File: config.mk
export PLATFORM = sky130hd
export DESIGN_NAME = trimmed_mean_tank_level
export DESIGN_NICKNAME = d
export VERILOG_FILES = /design/src/hw/rtl/tml_pkg.sv /design/src/hw/rtl/trimmed_mean_tank_level.sv /design/src/hw/rtl/tml_ram.sv /design/src/hw/rtl/tml_div.sv
export SDC_FILE = /design/constraint.sdc
export NUM_CORES = 1
export LEC_CHECK = 0
export CAP_MARGIN = 10
export CELL_PAD_IN_SITES_DETAIL_PLACEMENT = 0
export CELL_PAD_IN_SITES_GLOBAL_PLACEMENT = 1
export CORE_MARGIN = 8
export CORE_UTILIZATION = 55
export DETAILED_ROUTE_END_ITERATION = 7
export DONT_BUFFER_PORTS = 1
export PLACE_DENSITY_LB_ADDON = 0.3
export RECOVER_POWER = 50
export SLEW_MARGIN = 10
export SYNTH_ARGS = -nofsm -noshare
export SYNTH_HDL_FRONTEND = slang
export SYNTH_HIERARCHICAL = 1
export SYNTH_SLANG_ARGS = --single-unit
File: constraint.sdc
create_clock -name clk -period 7 [get_ports clk]
set_input_delay 1.05 -clock clk [delete_from_list [all_inputs] [get_ports clk]]
set_output_delay 1.05 -clock clk [all_outputs]
set_load 0.005 [all_outputs]
File: src/hw/rtl/tml_pkg.sv
package tml_pkg;

  // Widths fixed by the configuration and result fields
  localparam int CFG_BITS       = 16;
  localparam int LEVEL_BITS     = 10;
  localparam int CFG_INDEX_BITS = 1;

  // Default sizes of the sample window
  localparam int WINDOW_DEPTH_DEFAULT = 8;
  localparam int SAMPLE_BITS_DEFAULT  = 16;

  // Register indexes on the configuration port
  localparam logic [CFG_INDEX_BITS-1:0] CFG_EMPTY_MV = 1'b0;
  localparam logic [CFG_INDEX_BITS-1:0] CFG_FULL_MV  = 1'b1;

  // Reset values of the calibration registers
  localparam logic [CFG_BITS-1:0] EMPTY_MV_RESET = 16'd0;
  localparam logic [CFG_BITS-1:0] FULL_MV_RESET  = 16'd10000;

  // Item kinds
  localparam logic KIND_SAMPLE  = 1'b0;
  localparam logic KIND_PUBLISH = 1'b1;

  // Trim one minimum and one maximum from this many samples on
  localparam int TRIM_MIN_COUNT = 5;

  // Full tank in tenths of a percent
  localparam int LEVEL_FULL_SCALE = 1000;

endpackage

File: src/hw/rtl/trimmed_mean_tank_level.sv
// Tank level from a trimmed moving mean of sensor voltages.
//
// Input channel (in_valid/in_ready, kind, sample_mv): kind 0 stores
// sample_mv into a ring of WINDOW_DEPTH entries; kind 1 asks for a level.
// A request on an empty ring is dropped without a result.
// Output channel (out_valid/out_ready, level_tenth_pct, average_mv): one
// transaction per request on a non-empty ring, in request order.
// Configuration: cfg_write with cfg_index 0 (empty_mv) or 1 (full_mv) and
// cfg_data; takes effect at once, write only while idle.
//
// Timing: a sample is written into the ring as it is accepted. A request walks
// the ring through the registered read port, then runs two divisions on one
// shared restoring divider, one quotient bit per cycle over DVD_W bits, the
// larger of max(SAMPLE_BITS,16) + 10 and SAMPLE_BITS plus the fill count width.
// Clamped levels skip the second division. in_ready is low while a request
// is worked on and rises with out_valid.
// A finished result sits in the output register; while it waits the block
// takes new samples, and a second request holds at its end until out_ready.
// Reset (rst, synchronous) empties the ring, clears the result and loads
// empty_mv = 0, full_mv = 10000.
module trimmed_mean_tank_level #(
  parameter int WINDOW_DEPTH = tml_pkg::WINDOW_DEPTH_DEFAULT,
  parameter int SAMPLE_BITS  = tml_pkg::SAMPLE_BITS_DEFAULT
) (
  input  logic                               clk,
  input  logic                               rst,
  input  logic                               in_valid,
  output logic                               in_ready,
  input  logic                               kind,
  input  logic [SAMPLE_BITS-1:0]             sample_mv,
  output logic                               out_valid,
  input  logic                               out_ready,
  output logic [tml_pkg::LEVEL_BITS-1:0]     level_tenth_pct,
  output logic [SAMPLE_BITS-1:0]             average_mv,
  input  logic                               cfg_write,
  input  logic [tml_pkg::CFG_INDEX_BITS-1:0] cfg_index,
  input  logic [tml_pkg::CFG_BITS-1:0]       cfg_data
);

  localparam int IDX_BITS = (WINDOW_DEPTH > 1) ? $clog2(WINDOW_DEPTH) : 1;
  localparam int CNT_BITS = $clog2(WINDOW_DEPTH + 1);
  localparam int SUM_BITS = SAMPLE_BITS + CNT_BITS;
  localparam int CMP_W    = (SAMPLE_BITS > tml_pkg::CFG_BITS) ? SAMPLE_BITS
                                                              : tml_pkg::CFG_BITS;
  localparam int PROD_W   = CMP_W + tml_pkg::LEVEL_BITS;
  localparam int DVD_W    = (PROD_W > SUM_BITS) ? PROD_W : SUM_BITS;
  localparam int DVS_W    = (tml_pkg::CFG_BITS > CNT_BITS) ? tml_pkg::CFG_BITS
                                                           : CNT_BITS;

  // Sequencer states
  localparam logic [3:0] S_IDLE      = 4'd0;
  localparam logic [3:0] S_SWEEP     = 4'd1;
  localparam logic [3:0] S_TRIM      = 4'd2;
  localparam logic [3:0] S_START_AVG = 4'd3;
  localparam logic [3:0] S_WAIT_AVG  = 4'd4;
  localparam logic [3:0] S_SCALE     = 4'd5;
  localparam logic [3:0] S_MUL       = 4'd6;
  localparam logic [3:0] S_START_LVL = 4'd7;
  localparam logic [3:0] S_WAIT_LVL  = 4'd8;
  localparam logic [3:0] S_DONE      = 4'd9;

  logic [3:0]                   state;
  logic [3:0]                   state_next;
  logic [IDX_BITS-1:0]          write_slot;
  logic [CNT_BITS-1:0]          fill_count;
  logic [tml_pkg::CFG_BITS-1:0] empty_mv;
  logic [tml_pkg::CFG_BITS-1:0] full_mv;
  logic [CNT_BITS-1:0]          rd_idx;
  logic                         rd_pend;
  logic                         first;
  logic [SUM_BITS-1:0]          sum;
  logic [SAMPLE_BITS-1:0]       lo;
  logic [SAMPLE_BITS-1:0]       hi;
  logic [CNT_BITS-1:0]          count;
  logic [SAMPLE_BITS-1:0]       avg;
  logic [CMP_W-1:0]             diff;
  logic [CMP_W-1:0]             span;
  logic [DVD_W-1:0]             prod;
  logic [tml_pkg::LEVEL_BITS-1:0] level;

  logic                   in_accept;
  logic                   ring_we;
  logic [SAMPLE_BITS-1:0] rd_data;
  logic                   rd_issue;
  logic                   div_start;
  logic [DVD_W-1:0]       div_dividend;
  logic [DVS_W-1:0]       div_divisor;
  logic                   div_done;
  logic [DVD_W-1:0]       div_quotient;
  logic [CMP_W-1:0]       avg_ext;
  logic [CMP_W-1:0]       empty_ext;
  logic [CMP_W-1:0]       full_ext;
  logic                   load_out;

  assign in_ready  = (state == S_IDLE);
  assign in_accept = in_valid && in_ready;
  assign ring_we   = in_accept && (kind == tml_pkg::KIND_SAMPLE);
  assign rd_issue  = (rd_idx != fill_count);
  assign load_out  = (state == S_DONE) && (!out_valid || out_ready);

  assign avg_ext   = CMP_W'(avg);
  assign empty_ext = CMP_W'(empty_mv);
  assign full_ext  = CMP_W'(full_mv);

  // Sample ring
  tml_ram #(
    .WIDTH (SAMPLE_BITS),
    .DEPTH (WINDOW_DEPTH)
  ) u_ring (
    .clk   (clk),
    .we    (ring_we),
    .waddr (write_slot),
    .wdata (sample_mv),
    .raddr (rd_idx[IDX_BITS-1:0]),
    .rdata (rd_data)
  );

  // Shared divider: first the mean, then the scaled level unless it is clamped
  assign div_start    = (state == S_START_AVG) || (state == S_START_LVL);
  assign div_dividend = (state == S_START_AVG) ? DVD_W'(sum) : prod;
  assign div_divisor  = (state == S_START_AVG) ? DVS_W'(count) : DVS_W'(span);

  tml_div #(
    .DVD_W (DVD_W),
    .DVS_W (DVS_W)
  ) u_div (
    .clk      (clk),
    .rst      (rst),
    .start    (div_start),
    .dividend (div_dividend),
    .divisor  (div_divisor),
    .done     (div_done),
    .quotient (div_quotient)
  );

  // Calibration registers
  always_ff @(posedge clk) begin
    if (rst) begin
      empty_mv <= tml_pkg::EMPTY_MV_RESET;
      full_mv  <= tml_pkg::FULL_MV_RESET;
    end else if (cfg_write) begin
      case (cfg_index)
        tml_pkg::CFG_EMPTY_MV: empty_mv <= cfg_data;
        tml_pkg::CFG_FULL_MV:  full_mv  <= cfg_data;
        default: ;
      endcase
    end
  end

  // Advance the write slot and the saturating fill count
  always_ff @(posedge clk) begin
    if (rst) begin
      write_slot <= '0;
      fill_count <= '0;
    end else if (ring_we) begin
      if (write_slot == IDX_BITS'(WINDOW_DEPTH - 1)) begin
        write_slot <= '0;
      end else begin
        write_slot <= write_slot + 1'b1;
      end
      if (fill_count != CNT_BITS'(WINDOW_DEPTH)) begin
        fill_count <= fill_count + 1'b1;
      end
    end
  end

  // Sequencer
  always_comb begin
    state_next = state;
    case (state)
      S_IDLE: begin
        if (in_accept && kind == tml_pkg::KIND_PUBLISH && fill_count != '0) begin
          state_next = S_SWEEP;
        end
      end
      S_SWEEP: begin
        if (!rd_issue && !rd_pend) begin
          state_next = S_TRIM;
        end
      end
      S_TRIM:      state_next = S_START_AVG;
      S_START_AVG: state_next = S_WAIT_AVG;
      S_WAIT_AVG: begin
        if (div_done) begin
          state_next = S_SCALE;
        end
      end
      S_SCALE: begin
        if (full_mv <= empty_mv || avg_ext <= empty_ext || avg_ext >= full_ext) begin
          state_next = S_DONE;
        end else begin
          state_next = S_MUL;
        end
      end
      S_MUL:       state_next = S_START_LVL;
      S_START_LVL: state_next = S_WAIT_LVL;
      S_WAIT_LVL: begin
        if (div_done) begin
          state_next = S_DONE;
        end
      end
      S_DONE: begin
        if (load_out) begin
          state_next = S_IDLE;
        end
      end
      default: state_next = S_IDLE;
    endcase
  end

  always_ff @(posedge clk) begin
    if (rst) begin
      state <= S_IDLE;
    end else begin
      state <= state_next;
    end
  end

  // Sweep control: issue one read per cycle, data returns in the next cycle
  always_ff @(posedge clk) begin
    if (rst) begin
      rd_idx  <= '0;
      rd_pend <= 1'b0;
      first   <= 1'b0;
    end else if (state == S_IDLE) begin
      rd_idx  <= '0;
      rd_pend <= 1'b0;
      first   <= 1'b1;
    end else if (state == S_SWEEP) begin
      rd_pend <= rd_issue;
      if (rd_issue) begin
        rd_idx <= rd_idx + 1'b1;
      end
      if (rd_pend) begin
        first <= 1'b0;
      end
    end
  end

  // Datapath: accumulate, trim, scale
  always_ff @(posedge clk) begin
    case (state)
      S_IDLE: begin
        sum <= '0;
      end
      S_SWEEP: begin
        if (rd_pend) begin
          sum <= sum + SUM_BITS'(rd_data);
          if (first || rd_data < lo) begin
            lo <= rd_data;
          end
          if (first || rd_data > hi) begin
            hi <= rd_data;
          end
        end
      end
      S_TRIM: begin
        if (fill_count >= CNT_BITS'(tml_pkg::TRIM_MIN_COUNT)) begin
          sum   <= sum - (SUM_BITS'(lo) + SUM_BITS'(hi));
          count <= fill_count - CNT_BITS'(2);
        end else begin
          count <= fill_count;
        end
      end
      S_WAIT_AVG: begin
        if (div_done) begin
          avg <= div_quotient[SAMPLE_BITS-1:0];
        end
      end
      S_SCALE: begin
        diff <= avg_ext - empty_ext;
        if (full_mv <= empty_mv || avg_ext <= empty_ext) begin
          level <= '0;
        end else begin
          level <= tml_pkg::LEVEL_BITS'(tml_pkg::LEVEL_FULL_SCALE);
        end
      end
      S_MUL: begin
        prod <= DVD_W'(diff) * DVD_W'(tml_pkg::LEVEL_FULL_SCALE);
        span <= full_ext - empty_ext;
      end
      S_WAIT_LVL: begin
        if (div_done) begin
          level <= div_quotient[tml_pkg::LEVEL_BITS-1:0];
        end
      end
      default: ;
    endcase
  end

  // Output register: load a finished result, drop it once taken
  always_ff @(posedge clk) begin
    if (rst) begin
      out_valid <= 1'b0;
    end else if (load_out) begin
      out_valid <= 1'b1;
    end else if (out_ready) begin
      out_valid <= 1'b0;
    end
  end

  always_ff @(posedge clk) begin
    if (load_out) begin
      level_tenth_pct <= level;
      average_mv      <= avg;
    end
  end

  a_level_range: assert property (@(posedge clk) disable iff (rst)
    out_valid |-> level_tenth_pct <= tml_pkg::LEVEL_BITS'(tml_pkg::LEVEL_FULL_SCALE))
    else $error("level beyond full scale");

  a_fill_bound: assert property (@(posedge clk) disable iff (rst)
    fill_count <= CNT_BITS'(WINDOW_DEPTH) && write_slot <= IDX_BITS'(WINDOW_DEPTH - 1))
    else $error("ring pointers out of range");

  a_div_done_state: assert property (@(posedge clk) disable iff (rst)
    div_done |-> (state == S_WAIT_AVG || state == S_WAIT_LVL))
    else $error("divider finished outside a wait state");

endmodule

File: src/hw/rtl/tml_ram.sv
module tml_ram #(
  parameter int WIDTH = 16,
  parameter int DEPTH = 8
) (
  input  logic                     clk,
  input  logic                     we,
  input  logic [$clog2(DEPTH)-1:0] waddr,
  input  logic [WIDTH-1:0]         wdata,
  input  logic [$clog2(DEPTH)-1:0] raddr,
  output logic [WIDTH-1:0]         rdata
);

  logic [WIDTH-1:0] mem [DEPTH];

  // Write one entry, read one entry with a registered output
  always_ff @(posedge clk) begin
    if (we) begin
      mem[waddr] <= wdata;
    end
    rdata <= mem[raddr];
  end

endmodule

File: src/hw/rtl/tml_div.sv
module tml_div #(
  parameter int DVD_W = 26,
  parameter int DVS_W = 16
) (
  input  logic             clk,
  input  logic             rst,
  input  logic             start,
  input  logic [DVD_W-1:0] dividend,
  input  logic [DVS_W-1:0] divisor,
  output logic             done,
  output logic [DVD_W-1:0] quotient
);

  localparam int STEP_W = $clog2(DVD_W + 1);

  logic [DVD_W-1:0]  dvd_q;
  logic [DVS_W-1:0]  rem_q;
  logic [DVS_W-1:0]  dvs_q;
  logic [STEP_W-1:0] step_q;
  logic              run_q;
  logic              done_q;
  logic [DVS_W:0]    partial;
  logic [DVS_W:0]    trial;
  logic              fits;

  // Bring down the next dividend bit and try the subtraction
  always_comb begin
    partial = {rem_q, dvd_q[DVD_W-1]};
    fits    = (partial >= {1'b0, dvs_q});
    trial   = partial - {1'b0, dvs_q};
  end

  // Control: run for one step per quotient bit, pulse done at the end
  always_ff @(posedge clk) begin
    if (rst) begin
      run_q  <= 1'b0;
      done_q <= 1'b0;
      step_q <= '0;
    end else begin
      done_q <= 1'b0;
      if (start) begin
        run_q  <= 1'b1;
        step_q <= STEP_W'(DVD_W);
      end else if (run_q) begin
        step_q <= step_q - 1'b1;
        if (step_q == STEP_W'(1)) begin
          run_q  <= 1'b0;
          done_q <= 1'b1;
        end
      end
    end
  end

  // Datapath: restoring division, quotient shifts into the dividend register
  always_ff @(posedge clk) begin
    if (start) begin
      dvd_q <= dividend;
      rem_q <= '0;
      dvs_q <= divisor;
    end else if (run_q) begin
      if (fits) begin
        rem_q <= trial[DVS_W-1:0];
        dvd_q <= {dvd_q[DVD_W-2:0], 1'b1};
      end else begin
        rem_q <= partial[DVS_W-1:0];
        dvd_q <= {dvd_q[DVD_W-2:0], 1'b0};
      end
    end
  end

  assign done     = done_q;
  assign quotient = dvd_q;

  // The sequencer never restarts a division in flight
  a_no_restart: assert property (@(posedge clk) disable iff (rst)
    start |-> !run_q)
    else $error("division started while busy");

  // The last step always produces the done pulse
  a_done_after_last: assert property (@(posedge clk) disable iff (rst)
    (run_q && !start && step_q == STEP_W'(1)) |=> done_q)
    else $error("division finished without done");

endmodule

==> impl_results.md, run 1 <==
* Ys flop type: edfxtp_1
* XOR/XNOR share of the synthesized area at 3.56%
* Gr usage total at 21.1%
* Crit-path cells: nand2_1, nor2_1, clkbuf_1, nor2b_1, nand2_1, nor3_1, a221o_1
* Post-CTS Setup Inserts at 0
* Place WS at 2110 ps
* Max Fclk at 191 MHz
* Setup Skew at 42.8 ps
* Hpwl dp at 38.6 mm
* Syn nets at 2263
* Die X at 224 µm
* Asr flop ratio synth at 0%
* Worst slew pin tran at 3230 ps
* Reg clk slew, reported paths at 60 ps
* Main combinational cell family by area after synthesis: adder cells
* Met3 GRT Util at ~4%
* Period utilization at 74.7%
* Min-Delay Startpoint: level[3]
* Starting density of the core at 55.5%
* Port buffer count at 0
* Final WL at 53.0 mm
* Critical path's slowest cell: clkbuf_1
* Post-Synth Adder-Cell Area at 16.3%
* IR drop worst, VDD at around 0.23 mV
* Startpoint types: flip-flop
* Die Footprint at 50300 µm²
* Vias/cell at 5.77
* Reg-to-reg setup timing slack at 1770 ps
* Worst Setup End Kind: flip-flop
* Die H at 224 µm
* Synth Register Bits at roughly 420
* H-Tree Level Count at 2
* CP Data Arrival Time at between 5000 and 6000 ps
* Layout cell share with drive strength beyond 1 at 9.55%
* CTS Buffer Depth at 3
* Hold Path Class: flip-flop to flip-flop
* Met2 Usage GRT at between 30% and 40%
* Vias in the first global route at 14900
* Initial antenna violation count at 2
* Post-synthesis compound-gate area fraction at 10.7%
* Mapped Area at around 24000 µm²
* ANT nets after route at 0
* Routed via count at 14900
* Post-synth EDFFs at 333
* Final Hold Violating Endpoints at 0
* Post-synthesis cell type count at 94
* Post-CTS Hold Buffers at 0
* GRT Residual Overflow at 0
* FP Rows at 76
* PwrDens at 226 nW/µm²
* Crit path largest cell delay at 2310 ps
* I/O pin cnt at 67
* CTS Sinks at 422
* Failing checks: capacitance limit, slew limit
* Largest net degree at the start of global routing at 59
* Rel. slew slack at -115%
* WS Path Type: flip-flop to flip-flop
* RSZ-0062 raised after global routing: false
* Total Power at 5.85 mW
* Synth warn at 6
* Routed wire per std cell at between 20 and 25 µm
* Grt met1 use at between 30% and 40%
* Clock Latency Late Sink at 600 ps
* Setup ws final at 1770 ps
* CP endpoint: u_div/rem_q[2]
* Simple-gate area share of the yosys netlist at 9.18%
* Max FO, Critical Path at 58
* Most common cell on crit path: nand2_1
* Status: finished with violations
* Initial DRC Count at 927
* Worst R2R Path Depth at 7
* Ant. Diodes at 0
* Global-route wire length before repair at 83.6 mm
* Total negative setup slack at 0 ps
* Final Setup Violations at 0
* Mean post-synth cell area at 12.2 µm²
* Mapped Cells at 1957
* CTS Buf Count at 45
* CP required at 7450 ps
* Resize count post-CTS at 0
* Worst r2r src: state[0]
* Leakage at 10.0 nW
* Std-Cell Core Area at 43000 µm²
* Slew Viols, Final at 123
* Max Cap Viol at 3
* Sequential share of the synthesized area at 49.4%
* Pre-Repair DR Iteration Count at 5
* Gr busiest metal: met2
* CTS Root Cell: clkbuf_16
* Post-layout net count at 2271
* Minimum clock period at 5230 ps
* Worst reg2reg endpoint: u_div/rem_q[2]
* RePlAce Congestion at 0.885
* Mux cell area share after synthesis at roughly 6.6%
* Layout area overhead at 8.46%
* CTS tree: done
* Critical Path Source: state[0]
* DRC violations left at 0
cells in the mapped netlist (37+ instances only):
cell type / instances / share of area, %
a21o_1: 39 / 1.2
a21oi_1: 130 / 2.7
dfxtp_1: 89 / 7.5
edfxtp_1: 333 / 42
fa_1: 74 / 6.2
ha_1: 193 / 10
inv_1: 198 / 3.1
mux2_2: 62 / 2.9
nand2_1: 144 / 2.3
nor2_1: 95 / 1.5
nor2b_1: 37 / 0.97
o21ai_0: 54 / 1.1
xnor2_1: 66 / 2.4
power by group:
part	total [mW]	switching, mW	leakage [nW]	internal, mW
clock	2.29	0.992	0.689	1.30
combinational	0.704	0.406	5.55	0.298
sequential	2.85	0.0844	3.79	2.77
cell type report:
cell class,instances,area [µm²]
Fill cell,3479,17100
Sequential cell,422,11800
Multi-Input combinational cell,1285,11100
Clock buffer,67,1260
Inverter,198,743
Tap cell,585,732
Clock inverter,15,171
Timing Repair Buffer,13,71.3
critical path, delay by kind of cell, from the launching register on:
| family | cells | cell delay (ps) |
|---|---|---|
| AO/OA/AOI/OAI | 1 | 280 |
| buffers and inverters | 1 | 2310 |
| flip-flops | 1 | 530 |
| AND/OR/NAND/NOR | 5 | 1910 |
worst min path at each step:
| stage | end | slack [ps] | cells past startpoint |
|---|---|---|---|
| 2_1_floorplan | level_tenth_pct[0] | 400 | 0 |
| 3_3_place_gp | level_tenth_pct[2] | 410 | 0 |
| 3_5_place_dp | level_tenth_pct[6] | 400 | 0 |
| 4_1_cts | level_tenth_pct[3] | 420 | 0 |
| 5_1_grt | level_tenth_pct[3] | 420 | 0 |
| 6_report | level_tenth_pct[3] | 420 | 0 |
routing by layer:
layer / wire length [µm] / vias up
met5: 12 / -
met4: 981 / 2
li1: - / 7151
met1: 25300 / 7356
met2: 23700 / 336
met3: 3000 / 80
state kept, by name, indices dropped and copies added, names as in the netlist, 20 cells and up:
| name | count |
|---|---|
| u_div/quotient | 26 |
| sum | 20 |
| u_ring/mem | 128 |
| prod | 23 |
through the flow:
stage | hold slack, ps | area (µm²) | cells | util, %
after floorplan | 400 | 23900 | 1957 | -
after global placement | 406 | 24500 | 2503 | 57.0
after detailed placement | 405 | 24500 | 2503 | 57.0
after CTS | 415 | 25900 | 2585 | 60.3
after global routing | 420 | 25900 | 2585 | 60.2
final | 418 | 25900 | 2585 | 60.2
cells by family (layout without fill, tap and decap cells):
family	after synthesis	in the layout
and+or+nand+nor	444	444
xor gates and xnor gates	97	97
DFF	422	422
buffers and inverters	250	293
muxes	99	99
adders and majority gates	267	267
AOI/OAI and AO/OA	378	378
cell usage in the layout (no fill, tap or decap), drive strengths merged, types with 21 or more instances in the layout:
master / count
a21o: 42
a21oi: 133
clkbuf: 74
dfxtp: 89
edfxtp: 333
fa: 74
ha: 193
inv: 200
mux2: 62
mux4: 32
nand2: 145
nand2b: 21
nand3: 24
nand4: 28
nor2: 96
nor2b: 37
nor3: 25
o21ai: 60
xnor2: 66
xor2: 31
(Power assumes the default switching activity.)
==> run 2, diff against run 1 <==
CORE_UTILIZATION = 53   (was 55)
clock period = 5.3 ns   (was 7 ns; I/O delays follow)
==> run 2 against run 1 <==
Against the previous run:
- the flow still finishes with violations (capacitance limit, slew limit)
- worst hold slack got worse by 150 ps
- clock skew increased by 14 ps
- sequential power increased by 32%
- largest power group unchanged
- combinational power increased by 32%
==> impl_results.md, run 2 (synthesized netlist as in run 1, its figures left out) <==
* Status: finished with violations
* Failing checks: capacitance limit, slew limit
* Grt met1 use at ~29%
* Met3 GRT Util at 4.05%
* CP Data Arrival Time at approximately 5200 ps
* Top reg by flops: u_ring/mem
* Gr busiest metal: met2
* DRC violations left at 0
* Clock power share at 40.3%
* CTS Buf Count at between 40 and 50
* Total negative setup slack at 0 ps
* Hold Path Class: input pin to flip-flop
* Final Hold Violating Endpoints at 0
* Post-layout net count at ~2300
* Routed via count at 14900
* WS Path Type: flip-flop to flip-flop
* CP endpoint: prod[22]
* I/O pin cnt at 67
* Clock Latency Late Sink at around 610 ps
* Std-Cell Core Area at 44300 µm²
* Port buffer count at 0
* CP required at 5620 ps
* Most frequent cells in the layout: edfxtp_1, inv_1, ha_1, nand2_1, a21oi_1
* Slew Viols, Final at 50
* Worst reg2reg endpoint: prod[22]
* Worst Setup End Kind: flip-flop
* Worst r2r src: diff[2]
* RSZ-0062 raised after global routing: false
* Reg-to-reg setup timing slack at slightly above 400 ps
* Met2 Usage GRT at 30.5%
* Post-CTS Hold Buffers at 0
* Worst slew pin tran at 1830 ps
* CTS Buffer Depth at 3
* ANT nets after route at 0
* Post-CTS Setup Inserts at 0
* Final Setup Violations at 0
* Die H at 228 µm
* Resize count post-CTS at 0
* Global-route wire length before repair at 82.7 mm
* PwrDens at ~300 nW/µm²
* Ant. Diodes at 0
* Total Power at 7.86 mW
* Pre-Repair DR Iteration Count at 7
* Initial DRC Count at slightly above 1000
* Switching share of power at ~25%
* Combinational fraction of design power at a little under an eighth
* Psw at 1.96 mW
* IR drop worst, VDD at 0.321 mV
* Commonest non-fill, non-tap cell in the layout: edfxtp_1
* Initial antenna violation count at 0
* Max FFs per register at 128
* Layout cell share with drive strength beyond 1 at roughly a tenth
* Vias/cell at 5.74
* RePlAce Congestion at ~0.86
* Max FO, Critical Path at 5
* GRT Residual Overflow at 0
* Max Fclk at 205 MHz
* Vias in the first global route at 14700
* Setup Skew at about 57 ps
* Int Power at a little under 6 mW
* Starting density of the core at 53.8%
* Layout area overhead at 9.13%
* Rel. slew slack at -22.1%
* Startpoint types: flip-flop
* CTS Sinks at 422
* Routed wire per std cell at 20.1 µm
* Die Footprint at 52100 µm²
* Critical Path Source: diff[2]
* H-Tree Level Count at 2
* Final WL at 52.4 mm
* CTS tree: done
* Fillers at between 3000 and 4000
* Largest net degree at the start of global routing at about 60
* Flop pwr share at a little under half
* Leakage at 10.1 nW
* Die X at 228 µm
* Reg clk slew, reported paths at about 70 ps
* Minimum clock period at 4890 ps
* Hpwl dp at 38.3 mm
* FP Rows at 77
* Gr usage total at around a fifth
* Max Cap Viol at 2
* CTS Root Cell: clkbuf_16
* Worst R2R Path Depth at 15
* Period utilization at 92.2%
-- run 2: metrics by stage --
| stage | setup slack, ps | hold WS (ps) | std cells | utilization, % | cell area (µm²) |
|---|---|---|---|---|---|
| final | 414 | 270 | 2599 | 58.7 | 26000 |
| after global routing | 88.8 | 252 | 2599 | 58.7 | 26000 |
| after CTS | 462 | 242 | 2597 | 58.8 | 26000 |
| after detailed placement | 451 | 405 | 2513 | 55.3 | 24500 |
| after global placement | 512 | 406 | 2513 | 55.3 | 24500 |
| after floorplan | 768 | 400 | 1957 | - | 23900 |
-- run 2: worst min path at each step --
| stage | end | slack, ps | start | cells after the start |
|---|---|---|---|---|
| 2_1_floorplan | level_tenth_pct[0] | 400 | level[0] | 0 |
| 3_3_place_gp | level_tenth_pct[4] | 410 | level[4] | 0 |
| 3_5_place_dp | level_tenth_pct[0] | 400 | level[0] | 0 |
| 4_1_cts | u_ring/mem[0][2] | 240 | sample_mv[2] | 0 |
| 5_1_grt | u_ring/mem[7][5] | 250 | sample_mv[5] | 0 |
| 6_report | u_ring/mem[6][2] | 270 | sample_mv[2] | 0 |
-- run 2: area by class of cell --
class | instances | area (µm²) | area share [%]
clock buffer | 71 | 1370 | 5.25
timing repair buffer | 18 | 136 | 0.524
sequential | 422 | 11800 | 45.3
multi-input combinational | 1285 | 11100 | 42.6
tap | 592 | 741 | 2.85
clock inverter | 13 | 163 | 0.625
inverter | 198 | 743 | 2.85
-- run 2: metal layers --
layer | up-vias | wire length (µm)
li1 | 7171 | -
met1 | 7259 | 24400
met2 | 419 | 23200
met3 | 77 | 3650
met4 | 0 | 1120
met5 | - | 0
-- run 2: power groups by stage --
stage                     sequential [mW]  clock, mW  combinational, mW
after floorplan                      3.78          0              0.743
after global placement               3.83          0              0.898
after detailed placement             3.83          0              0.915
after CTS                            3.77       3.24              0.921
after global routing                 3.78       3.35               1.04
final                                3.76       3.17              0.929
-- run 2: worst max-delay path, stage by stage (launching register included) --
cell and delay [ps]:
edfxtp_1 490, inv_1 170, fa_1 450, fa_1 540, fa_1 440, fa_1 510
inv_1 40, ha_1 340, nand2_1 80, o21ai_0 140, o41ai_1 420, o21ai_0 250
o211ai_1 310, nor2b_1 200, o21ai_0 110, xor2_1 160
==> run 3, diff against run 2 <==
SYNTH_HIERARCHICAL = not set   (was 1)
==> run 3 against run 2 <==
Against the previous run:
- the run still ends with capacitance limit, slew limit left
- count of clock-buffer cells in the layout is 17 lower
- worst hold slack better by 30 ps
- clock power is 6.9% higher
- die area is 2.7% lower
==> impl_results.md, run 3 <==
* Grt met1 use at between 20 and 30%
* Most frequent cells in the layout: edfxtp_1, ha_1, inv_1, nand2_1, a21oi_1
* Std-Cell Core Area at between 40000 and 50000 µm²
* Slew Viols, Final at 104
* Area leader, netlist: edfxtp_1
* Met2 Usage GRT at between 30% and 40%
* Asr flop ratio synth at 0%
* RSZ-0062 raised after global routing: false
* Synth warn at 0
* Reg clk slew, reported paths at approximately 60 ps
* Routed wire per std cell at 19.5 µm
* CP Data Arrival Time at around 5000 ps
* Most common cell on crit path: fa_1
* Hpwl dp at ~37 mm
* PwrDens at 318 nW/µm²
* Setup Skew at 22.3 ps
* Worst reg2reg endpoint: prod[24]
* Resize count post-CTS at 0
* Post-layout net count at 2245
* ANT nets after route at 0
* Worst Setup End Kind: flip-flop
* Initial DRC Count at roughly 1100
* Worst slew pin tran at about 3000 ps
* Final Setup Violations at 0
* Gr usage total at 19.9%
* Post-synthesis cell type count at 77
* Max Cap Viol at 4
* Gr busiest metal: met2
* Vias/cell at roughly 5.6
* Top reg by flops: u_ring.mem
* Ant. Diodes at 0
* Starting density of the core at 53.8%
* Final Hold Violating Endpoints at 0
* Crit-path cells: inv_1, fa_1, fa_1, fa_1, fa_1, inv_1, ha_1, or2_1, o21ba_1, o2111ai_1, a31oi_1, nor2b_1, o21a_1, o41ai_1, xnor2_1
* Ys flop type: edfxtp_1
* Max Fclk at just over 200 MHz
* Reg-to-reg setup timing slack at approximately 470 ps
* Mapped Cells at 1921
* Layout cell share with drive strength beyond 1 at 7.89%
* Die H at 225 µm
* CTS Sinks at 422
* CTS Root Cell: clkbuf_16
* Die X at ~230 µm
* Top-count cell post-synth: edfxtp_1
* Post-synth EDFFs at 333
* Die Footprint at 50600 µm²
* Post-synth top cells: edfxtp_1, ha_1, inv_1
* Vias in the first global route at 14600
* Met3 GRT Util at 3.49%
* CTS Buffer Depth at 3
* RePlAce Congestion at 0.877
* Worst r2r src: diff[2]
* Max FO, Critical Path at 6
* Sequential share of the synthesized area at between 50 and 60%
* Startpoint types: flip-flop
* Mean post-synth cell area at 12.1 µm²
* Switching share of power at between 20% and 30%
* Clock power share at around two fifths
* CTS Buf Count at 46
* Int Power at 6.12 mW
* Pre-Repair DR Iteration Count at 6
* IR drop worst, VDD at 0.346 mV
* Post-CTS Hold Buffers at 0
* Global-route wire length before repair at 79.3 mm
* Clock Latency Late Sink at 580 ps
* Largest net degree at the start of global routing at between 50 and 60
* Post-CTS Setup Inserts at 0
* Hold Path Class: input pin to flip-flop
* I/O pin cnt at 67
* Fillers at about 3400
* Total negative setup slack at 0 ps
* Hold endpoint: out_valid
* Period utilization at between 90 and 100%
* DRC violations left at 0
* Final WL at approximately 50 mm
* Delay-heaviest family, CP: adder cells
* Dpl cells at 2475
* Synth Register Bits at 422
* CTS tree: done
* Routed via count at 14500
* Min-Delay Startpoint: rst
* Leakage at around 9.9 nW
* Status: finished with violations
* Mapped Area at 23200 µm²
* Port buffer count at 0
* Critical path buffers and inverters at 2
* Worst R2R Path Depth at 15
* Top cell type's share of synthesized area at between 40% and 50%
* GRT Residual Overflow at 0
* WS Path Type: flip-flop to flip-flop
* Syn nets at roughly 2200
* Area contributors post-synth: edfxtp_1, ha_1, dfxtp_1
* Flop pwr share at 46.3%
* H-Tree Level Count at 2
* Commonest non-fill, non-tap cell in the layout: edfxtp_1
* Max FFs per register at 128
* FP Rows at 76
* Finished Layout Cells at 2562
* CP required at approximately 5600 ps
* Psw at about 2.0 mW
* CP Depth at 15
* Failing checks: capacitance limit, slew limit
* Initial antenna violation count at 0
* Combinational fraction of design power at 11.9%
* Rel. slew slack at -95.3%
* Hold depth at 1
* Critical path's slowest cell: fa_1
* Crit path largest cell delay at approximately 580 ps
* Minimum clock period at a little under 5000 ps
* Layout area overhead at 10.3%
-- run 3: cell types whose count changed after synthesis, moves of 14 or more --
cell	previous run	this run
a21oi_1	130	112
a22oi_1	1	17
mux2_2	62	20
mux4_1	28	0
mux4_2	4	32
nand2_1	144	161
nor3_1	23	44
o21a_1	14	29
o21ai_1	4	18
-- run 3: power groups by stage --
stage | logic (mW) | clock network [mW] | registers, mW
detailed placement | 0.963 | 0 | 3.83
floorplan | 0.788 | 0 | 3.79
finish | 0.969 | 3.39 | 3.76
global placement | 0.942 | 0 | 3.83
CTS | 0.974 | 3.46 | 3.76
global route | 1.09 | 3.58 | 3.78
-- run 3: per-layer routing --
layer	share of wire [%]	wire length [µm]
met4	3.5	1760
met5	0	0
met1	43	21600
met3	5.2	2600
met2	48	24100
-- run 3: stage by stage --
| stage | total power [mW] | area [µm²] | util, % | hold WS (ps) | worst slack [ps] |
|---|---|---|---|---|---|
| global route | 8.44 | 25500 | 59.3 | 262 | 163 |
| CTS | 8.20 | 25500 | 59.3 | 260 | 459 |
| global placement | 4.77 | 23900 | 55.5 | 413 | 588 |
| finish | 8.12 | 25500 | 59.3 | 300 | 474 |
| floorplan | 4.58 | 23200 | - | 400 | 858 |
| detailed placement | 4.80 | 23900 | 55.5 | 405 | 494 |
-- run 3: kinds of logic (layout without fill, tap and decap cells) --
family / after synthesis / after routing / synth area share (%)
and+or+nand+nor: 441 / 441 / 9.00
adders and majority gates: 267 / 267 / 16.8
DFF: 422 / 422 / 50.9
AOI/OAI and AO/OA: 380 / 380 / 10.8
buffers and inverters: 246 / 302 / 4.02
xor gates and xnor gates: 95 / 95 / 3.59
muxes: 70 / 70 / 4.87
-- run 3: cell type report --
class / instances / area [µm²] / share of cell area, %
sequential: 422 / 11800 / 46.1
clock buffer: 54 / 1230 / 4.83
timing repair buffer: 22 / 159 / 0.622
tap: 585 / 732 / 2.87
multi-input combinational: 1253 / 10500 / 41.2
inverter: 194 / 728 / 2.85
clock inverter: 32 / 390 / 1.53
-- run 3: worst max path at each step --
stage	startpoint	endpoint
finish	diff[2]	prod[24]
global route	diff[2]	prod[24]
CTS	diff[3]	prod[24]
floorplan	diff[0]	prod[24]
detailed placement	diff[7]	prod[24]
global placement	diff[0]	prod[24]
